## src/rtl/core/ita_pkg.sv

```systemverilog
// Shared types, codes and constants for the integer to ASCII formatter.
// No dependencies; used by rtl/core/integer_to_ascii_formatter.sv.
package ita_pkg;

  // Default width of the formatted value.
  localparam int unsigned VALUE_BITS_DEFAULT = 32;

  // Format selector codes.
  localparam logic [1:0] OP_BIN  = 2'd0;
  localparam logic [1:0] OP_DEC  = 2'd1;
  localparam logic [1:0] OP_HEX  = 2'd2;
  localparam logic [1:0] OP_SWAP = 2'd3;

  // ASCII characters used in a line.
  localparam logic [7:0] CHAR_ZERO    = 8'h30;
  localparam logic [7:0] CHAR_A       = 8'h61;
  localparam logic [7:0] CHAR_B       = 8'h62;
  localparam logic [7:0] CHAR_X       = 8'h78;
  localparam logic [7:0] CHAR_MINUS   = 8'h2d;
  localparam logic [7:0] CHAR_NEWLINE = 8'h0a;

  // Reciprocal of ten: (v * RECIP_TEN) >> RECIP_SHIFT is v / 10 for any 32-bit v.
  localparam logic [31:0] RECIP_TEN   = 32'hcccc_cccd;
  localparam int unsigned RECIP_SHIFT = 35;

  // Mask of one byte, used by the byte swap.
  localparam logic [31:0] BYTE_MASK = 32'h0000_00ff;

  // Input transaction payload.
  typedef struct packed {
    logic [31:0] value;
    logic [1:0]  op;
    logic        negative;
  } item_t;

  // Output transaction payload.
  typedef struct packed {
    logic [7:0] out_char;
    logic       last;
  } text_t;

  // Reverse the four bytes of a 32-bit word.
  function automatic logic [31:0] swap_bytes(input logic [31:0] v);
    logic [31:0] b0;
    logic [31:0] b1;
    logic [31:0] b2;
    logic [31:0] b3;
    b0 = v & BYTE_MASK;
    b1 = (v >> 8) & BYTE_MASK;
    b2 = (v >> 16) & BYTE_MASK;
    b3 = (v >> 24) & BYTE_MASK;
    return (b0 << 24) | (b1 << 16) | (b2 << 8) | b3;
  endfunction

  // ASCII character of one digit, lowercase for ten and above.
  function automatic logic [7:0] digit_char(input logic [3:0] d);
    if (d < 4'd10) begin
      return CHAR_ZERO + {4'b0000, d};
    end
    return CHAR_A + {4'b0000, d} - 8'd10;
  endfunction

endpackage

```

## src/rtl/core/integer_to_ascii_formatter.sv

```systemverilog
// Integer to ASCII formatter: one value in, one text line out, one character per transaction.
// Depends on rtl/core/ita_pkg.sv.

// The block takes one value at a time and is not ready until the line of the previous
// value has been handed to the output register. Digits come out of one shared unit,
// least significant first, into a small digit memory: binary and hex get each digit in
// ST_DIGIT (shift and mask), decimal passes through ST_MULT (a registered 32 by 32
// multiply by the reciprocal of ten) and then ST_DIGIT (the remainder fix-up). A setup
// state, ST_PREP, follows, then the line streams at one character per cycle while the
// consumer keeps ready high, and after the newline the block returns to idle, where the
// next value is accepted. A decimal line with D digits holds D + 1 characters (D + 2
// with a minus sign); a full-width binary line holds 35. A consumer that holds ready
// low stalls the line. Leading zeros are suppressed, a zero value prints one '0', and
// the closing newline carries the last flag.
module integer_to_ascii_formatter #(
  parameter int unsigned VALUE_BITS = ita_pkg::VALUE_BITS_DEFAULT
) (
  input  logic           clk,
  input  logic           rst,
  input  logic           item_valid,
  output logic           item_ready,
  input  ita_pkg::item_t item,
  output logic           text_valid,
  input  logic           text_ready,
  output ita_pkg::text_t text
);

  localparam int unsigned WORK_BITS = (VALUE_BITS < 32) ? VALUE_BITS : 32;
  localparam int unsigned ADDR_W    = $clog2(VALUE_BITS);
  localparam int unsigned CNT_W     = $clog2(VALUE_BITS + 1);

  typedef enum logic [2:0] {
    ST_IDLE,
    ST_MULT,
    ST_DIGIT,
    ST_PREP,
    ST_EMIT
  } state_t;

  typedef enum logic [1:0] {
    PH_PRE0,
    PH_PRE1,
    PH_DIGIT,
    PH_NEWLINE
  } phase_t;

  // Registers.
  state_t                 state;
  phase_t                 phase;
  logic [WORK_BITS-1:0]   work_value;
  logic [63:0]            prod;
  logic [1:0]             fmt;
  logic                   neg;
  logic [CNT_W-1:0]       digit_count;
  logic [ADDR_W-1:0]      ptr;
  logic [3:0]             rd_q;
  ita_pkg::text_t         text_q;
  logic                   text_valid_q;

  // Next values.
  state_t                 state_next;
  phase_t                 phase_next;
  logic [WORK_BITS-1:0]   work_value_next;
  logic [1:0]             fmt_next;
  logic                   neg_next;
  logic [CNT_W-1:0]       digit_count_next;
  logic [ADDR_W-1:0]      ptr_next;
  ita_pkg::text_t         text_next;
  logic                   text_valid_next;

  // Digit unit and memory port signals.
  logic [31:0]            src_value;
  logic [31:0]            work32;
  logic [31:0]            quo32;
  logic [31:0]            dec_rem;
  logic [WORK_BITS-1:0]   quo;
  logic [3:0]             rem;
  logic [CNT_W-1:0]       count_plus;
  logic                   wr_en;
  logic                   load_en;
  logic                   is_prefixed;

  // Digit memory, least significant digit at index zero.
  logic [3:0] digit_store [VALUE_BITS];

  assign item_ready = (state == ST_IDLE);
  assign text_valid = text_valid_q;
  assign text       = text_q;

  // Shared digit unit: shift and mask for binary and hex, reciprocal fix-up for decimal.
  assign src_value  = (item.op == ita_pkg::OP_SWAP) ? ita_pkg::swap_bytes(item.value)
                                                    : item.value;
  assign work32     = 32'(work_value);
  assign quo32      = 32'(prod >> ita_pkg::RECIP_SHIFT);
  assign dec_rem    = work32 - (quo32 << 3) - (quo32 << 1);
  assign count_plus = digit_count + CNT_W'(1);
  assign load_en    = !text_valid_q || text_ready;
  assign is_prefixed = (fmt == ita_pkg::OP_BIN) || (fmt == ita_pkg::OP_HEX) ||
                       ((fmt == ita_pkg::OP_DEC) && neg);

  always_comb begin
    case (fmt)
      ita_pkg::OP_BIN: begin
        quo = work_value >> 1;
        rem = {3'b000, work_value[0]};
      end
      ita_pkg::OP_HEX: begin
        quo = work_value >> 4;
        rem = work_value[3:0];
      end
      default: begin
        quo = WORK_BITS'(quo32);
        rem = dec_rem[3:0];
      end
    endcase
  end

  // Sequencer: extraction, setup, then character output.
  always_comb begin
    state_next       = state;
    phase_next       = phase;
    work_value_next  = work_value;
    fmt_next         = fmt;
    neg_next         = neg;
    digit_count_next = digit_count;
    ptr_next         = ptr;
    text_next        = text_q;
    text_valid_next  = text_valid_q && !text_ready;
    wr_en            = 1'b0;

    case (state)
      ST_IDLE: begin
        if (item_valid) begin
          work_value_next  = src_value[WORK_BITS-1:0];
          fmt_next         = item.op;
          neg_next         = item.negative;
          digit_count_next = '0;
          if ((item.op == ita_pkg::OP_DEC) || (item.op == ita_pkg::OP_SWAP)) begin
            state_next = ST_MULT;
          end else begin
            state_next = ST_DIGIT;
          end
        end
      end
      ST_MULT: begin
        state_next = ST_DIGIT;
      end
      ST_DIGIT: begin
        wr_en            = 1'b1;
        work_value_next  = quo;
        digit_count_next = count_plus;
        if ((quo == '0) || (count_plus == CNT_W'(VALUE_BITS))) begin
          state_next = ST_PREP;
        end else if ((fmt == ita_pkg::OP_DEC) || (fmt == ita_pkg::OP_SWAP)) begin
          state_next = ST_MULT;
        end
      end
      ST_PREP: begin
        ptr_next   = ADDR_W'(digit_count - CNT_W'(1));
        phase_next = is_prefixed ? PH_PRE0 : PH_DIGIT;
        state_next = ST_EMIT;
      end
      ST_EMIT: begin
        if (load_en) begin
          text_valid_next = 1'b1;
          text_next.last  = 1'b0;
          case (phase)
            PH_PRE0: begin
              if (fmt == ita_pkg::OP_DEC) begin
                text_next.out_char = ita_pkg::CHAR_MINUS;
                phase_next         = PH_DIGIT;
              end else begin
                text_next.out_char = ita_pkg::CHAR_ZERO;
                phase_next         = PH_PRE1;
              end
            end
            PH_PRE1: begin
              text_next.out_char = (fmt == ita_pkg::OP_BIN) ? ita_pkg::CHAR_B
                                                            : ita_pkg::CHAR_X;
              phase_next         = PH_DIGIT;
            end
            PH_DIGIT: begin
              text_next.out_char = ita_pkg::digit_char(rd_q);
              if (ptr == '0) begin
                phase_next = PH_NEWLINE;
              end else begin
                ptr_next = ptr - ADDR_W'(1);
              end
            end
            default: begin
              text_next.out_char = ita_pkg::CHAR_NEWLINE;
              text_next.last     = 1'b1;
              state_next         = ST_IDLE;
            end
          endcase
        end
      end
      default: begin
        state_next = ST_IDLE;
      end
    endcase
  end

  // State and registered outputs.
  always_ff @(posedge clk) begin
    if (rst) begin
      state        <= ST_IDLE;
      phase        <= PH_PRE0;
      work_value   <= '0;
      digit_count  <= '0;
      text_valid_q <= 1'b0;
    end else begin
      state        <= state_next;
      phase        <= phase_next;
      work_value   <= work_value_next;
      digit_count  <= digit_count_next;
      text_valid_q <= text_valid_next;
    end
    prod   <= 64'(work32) * 64'(ita_pkg::RECIP_TEN);
    fmt    <= fmt_next;
    neg    <= neg_next;
    ptr    <= ptr_next;
    text_q <= text_next;
  end

  // Digit memory: one write port during extraction, registered read of the next pointer.
  always_ff @(posedge clk) begin
    if (wr_en) begin
      digit_store[digit_count[ADDR_W-1:0]] <= rem;
    end
    rd_q <= digit_store[ptr_next];
  end

endmodule
```

## config.mk

```make
export PLATFORM = sky130hd
export DESIGN_NAME = integer_to_ascii_formatter
export DESIGN_NICKNAME = d
export VERILOG_FILES = /design/src/rtl/core/ita_pkg.sv /design/src/rtl/core/integer_to_ascii_formatter.sv
export SDC_FILE = /design/constraint.sdc
export NUM_CORES = 2
export LEC_CHECK = 0
export BUFFER_PORTS_ARGS = -buffer_cell sky130_fd_sc_hd__buf_2
export CORE_AREA = 4 4 262 264
export CTS_CLUSTER_SIZE = 12
export DETAILED_ROUTE_END_ITERATION = 16
export DIE_AREA = 0 0 266 268
export PLACE_DENSITY_LB_ADDON = 0.12
export SLEW_MARGIN = 20
export SYNTH_ARGS = -nofsm -noshare
export SYNTH_HDL_FRONTEND = slang
export SYNTH_SLANG_ARGS = --single-unit
```

## constraint.sdc

```tcl
create_clock -name clk -period 7.6 [get_ports clk]
set_clock_uncertainty 0.15 [all_clocks]
set_input_delay 0.76 -clock clk [delete_from_list [all_inputs] [get_ports clk]]
set_output_delay 0.76 -clock clk [all_outputs]
set_load 0.005 [all_outputs]
```

-- Word level (Yosys, flattened, before mapping)
Memories as Yosys holds them, arrays and structs flattened. A register that Yosys moved wholly into a read port is not among the register bits.
Cells that the tools add are included.
- bits in registers: 125
- bits in writable memories: 128
- input port bits: 39
- output and inout bits: 11
- word-level logic and storage cells: 105
- memories kept: 1
- add/subtract/negate cells: 8
- multiply operators: 1
- order comparisons: 1
- eq/ne operators: 18
- mux-type cells: 39
- bitwise operators: 3
- reduce and logical (&&, ||, !) cells: 23
- memory list (name ; words ; width ; read ports ; clocked after memory_dff ; write ports ; line ; RTL):
    digit_store ; 32 ; 4 ; 1 ; 1 ; 1 ; integer_to_ascii_formatter.sv:84 ; logic [3:0] digit_store [VALUE_BITS];
- operator list (cell ; number):
    $mul 32x32->64 const B ; 1
    $mux 32 ; 2
    $pmux 32 s2 ; 1
    $pmux 31 s2 ; 1
    $logic_not 32->1 ; 1
    $or 32x16->32 ; 1
    $or 32x24->32 ; 1
    $or 32x8->32 ; 1
    $mux 5 ; 5
    $pmux 8 s3 ; 1
    $mux 8 ; 2
    $mux 3 ; 5
    $pmux 3 s5 ; 1
    $pmux 6 s2 ; 1
    $mux 1 ; 10
    $mux 2 ; 5
    $pmux 5 s2 ; 1
    $sub 5x1->5 const B ; 2
    $add 7x4->8 const A ; 1
    $eq 2x2->1 const B ; 4
    $pmux 4 s2 ; 1
    $reduce_and 4->1 ; 2
    $sub 4x4->4 ; 2
    $sub 8x4->8 const B ; 1
    23 further kinds ; 40

-- Depth between registers and ports, before layout
- depth in word-level cells: 7
- gate-level depth with buffers: 26
- mapped depth without buffers: 26

-- Worst setup path after synthesis
Ideal clock, no wire load.
- path type: register to register
- from: reg work_value[11], in the netlist work32[11]
- to: reg prod[51]
- library setup time: 0.123 ns
- arrival time: 6.640 ns
- data required time: 7.327 ns
- path slack: 0.687 ns
- stages on the path, launching flop included: 25
- path buffers: 1
- clock period less this slack: 6.913 ns
- path through: dfxtp_1 -> ha_1 -> clkbuf_1 -> xor2_1 -> ha_1 -> a21o_1 -> fa_1 -> inv_1 -> fa_1 -> inv_1 -> fa_1 -> fa_1 -> fa_1 -> fa_1 -> ha_1 -> a21o_1 -> a21oi_1 -> o211ai_1 -> a221oi_1 -> a2bb2oi_1 -> o211a_1 -> o21ai_2 -> a211oi_1 -> o21ai_1 -> xor2_1
- longest elaborated chain between the ends: 1
- ends and longest elaborated chain (what ; line ; RTL):
    start: declaration ; integer_to_ascii_formatter.sv:50 ; logic [WORK_BITS-1:0] work_value;
    start signal: assignment ; integer_to_ascii_formatter.sv:215 ; work_value <= work_value_next;
    $mul 32x32->64 ; integer_to_ascii_formatter.sv:219 ; prod <= 64'(work32) * 64'(ita_pkg::RECIP_TEN);
    end signal: assignment ; integer_to_ascii_formatter.sv:219 ;
    end: declaration ; integer_to_ascii_formatter.sv:51 ; logic [63:0] prod;
Every way passes these cells.
A chain may end at the register's enable or synchronous reset.

-- Final worst setup path
- from: reg work_value[21], in the netlist work32[21]
- to: reg prod[63]
Same word-level chain as after synthesis.

==> impl_metrics.csv <==
group,metric,value,unit
run_status,status,"completed",
timing,fin_hold_ws,0.236,ns
cts,clock_path_buffers,3,
synthesis,async_reset_ff_share,0,%
setup_path,worstSetupPathType,"flip-flop to flip-flop",
floorplan,rows,95,
synthesis,ys_seq_area_share,22.1,%
setup_path,cp_data_arrival_time,7.59,ns
setup_path,endpoint_kind,"flip-flop",
global_route,first_global_vias,20460,
synthesis,synth.most_common_cell,"inv_1",
timing,rsz0062_at_grt,"false",
setup_path,cp-start-kind,"flip-flop",
final_layout,multi_input_area,18100,µm²
cts,root_buffer,"clkbuf_16",
global_route,grt_max_degree,66,
timing,finalCritPeriodShare,95.9,%
synthesis,synth_commonest_cells,"559 x inv_1, 387 x fa_1, 359 x ha_1",
cts,clk_pin_slew,0.06,ns
setup_path,max_stage_delay,0.59,ns
synthesis,ys_seq_elements,221,
timing,tightest_slew,1.07,ns
cts,clk_latency,0.58,ns
floorplan,core_area,66600,µm²
floorplan,die_h,268,µm
synthesis,synthTopCellsByArea,"fa_1 29%, ha_1 17%, edfxtp_1 16%",
setup_path,crit_path_max_fanout,6,
detailed_routing,drcViolationCount,0,
global_route,grt_antenna_before_repair,6,
timing,max_freq,0.137,GHz
global_route,track_usage,24.8,%
cts,cts_buffers,27,
timing,drv_slew,0,
timing,relSlewSlack,29.0,%
synthesis,avgSynthCellArea,10.0,µm²
timing,finalHoldViolCount,0,
synthesis,syn-cell-area,26300,µm²
timing,setup_violations,0,
global_route,grt_pass1_wl,131000,µm
place,globalplace.congestion,0.988,
floorplan,dieArea,71300,µm²
synthesis,ys.flop_type,"edfxtp_1",
detailed_routing,drtPass1Iterations,5,
final_layout,fillCellCount,6509,
setup_path,path_common_cell,"fa_1",
worst_hold_path,hold_class,"input port to flip-flop",
floorplan,initial_core_util,39.5,%
place,dp_hpwl,73700,µm
synthesis,syn_inst,2619,
synthesis,synthesis.nets,3404,
setup_path,rr_worst_depth,25,
synthesis,synth_cell_type_count,68,
setup_path,cp.required,7.91,ns
job,maxCapViolations,0,
place,portBuffers,48,
cts,ctsHtreeMaxLevel,1,
synthesis,yosys.area.top_type_share,29.5,%
cts,tritoncts,"done",
global_route,overflow,0,
final_layout,nets,3508,
detailed_routing,vias,18926,
worst_hold_path,whs_path_depth,1,
floorplan,top_level_ports,50,
synthesis,synth_warnings,0,
synthesis,yosysTopAreaCell,"fa_1",
final_layout,drive_above_1_share,8.78,%
timing,tns,0,ns
detailed_routing,drtIter0Drc,1087,
detailed_routing,postRouteAntennaNets,0,
cts,clock-sinks,221,
detailed_routing,finalWirelength,86400,µm
synthesis,synth_edf_count,139,
final_layout,area_growth,10.6,%
detailed_routing,via_per_inst,5.23,
final_layout,register_area,5830,µm²
detailed_routing,wl_per_cell,23.9,µm
setup_path,slowest_stage,"fa_1",
timing,post-route-min-period,7.29,ns
floorplan,dieWidth,266,µm
[state kept, by name, indices dropped and copies added (netlist names), 2 cells and up]
register / flops
digit_store: 128
work32: 32
prod: 29
text: 8
digit_count: 6
ptr: 5
rd_q: 4
state: 3
fmt: 2
phase: 2
[worst paths after layout]
check	from	slack [ns]	to
worst min register to register	digit_count[5]	0.35	digit_count[5]
worst max register to register	work32[21]	0.31	prod[63]
worst min-delay path	item[0]	0.24	neg
worst max-delay path	work32[21]	0.31	prod[63]
[cells in the final DEF (no fill, tap or decap), drive strengths merged, types with 8 or more instances in the layout]
cell type  synthesis  final
xor2              41     41
nand2b             8      8
o21ai             73     73
nand3             25     25
buf               25    153
a311oi            23     23
nor2              98     98
a221oi            31     31
fa               387    387
nand2            281    281
a31oi             23     23
dfxtp             82     82
nand4             22     22
clkbuf            53     38
a21oi            123    123
xnor2             45     45
nor3              20     20
nor2b              8      8
inv              561    562
mux2i             30     30
and3              31     31
clkinv             0      8
edfxtp           139    139
a21o              30     30
o211ai            10     10
ha               359    359
and2              12     12
[repair_timing]
action	CTS	global route
endpoints found under the setup margin	0	13
setup buffers	0	0
resized for setup	0	28
hold buffers	0	0
[stage by stage]
stage	cells	util (%)	setup WS, ns	instance area [µm²]
floorplan	2619	-	0.687	26300
global placement	3567	42.2	0.148	28100
detailed placement	3567	42.2	0.0652	28100
CTS	3617	43.5	0.0400	29000
global route	3618	43.7	0.00119	29100
finish	3619	43.7	0.313	29100
[metal layers]
layer  track usage [%]  wire [µm]  up-vias
met5                 0         55        -
met4              7.73       3340        8
met3              2.94       3100      119
met2              44.3      43800      394
met1              31.6      36000     9677
li1                  -          -     8728
[layout make-up]
cell class              instances  area share [%]
diodes                          2          0.0172
clock buffers                  38            2.64
clock inverters                12           0.379
inverters                     561            7.25
multi-input cells            1759            62.4
flip-flops and latches        221            20.0
well taps                     873            3.76
repair buffers                153            3.54
[critical path: cells and delay by family (launching register included)]
kind                     cells  cell delay [ns]
XOR/XNOR                     1             0.13
adder cells (fa/ha/maj)      9             4.07
AO/OA/AOI/OAI                5             0.80
AND/OR/NAND/NOR              4             0.75
buffers and inverters        6             0.87
flip-flops                   1             0.41
[kinds of logic after synthesis]
family,count (synthesis),share of synthesized area [%]
adders and majority gates,746,46.6
buffers and inverters,639,9.41
and+or+nand+nor,539,9.18
AOI/OAI and AO/OA,356,8.62
DFF,221,22.1
xor gates and xnor gates,86,2.87
muxes,31,1.19
other,1,0.0143
Power is not shown: default switching activity piles up to over one toggle a cycle in this logic, so the estimate is an artifact.
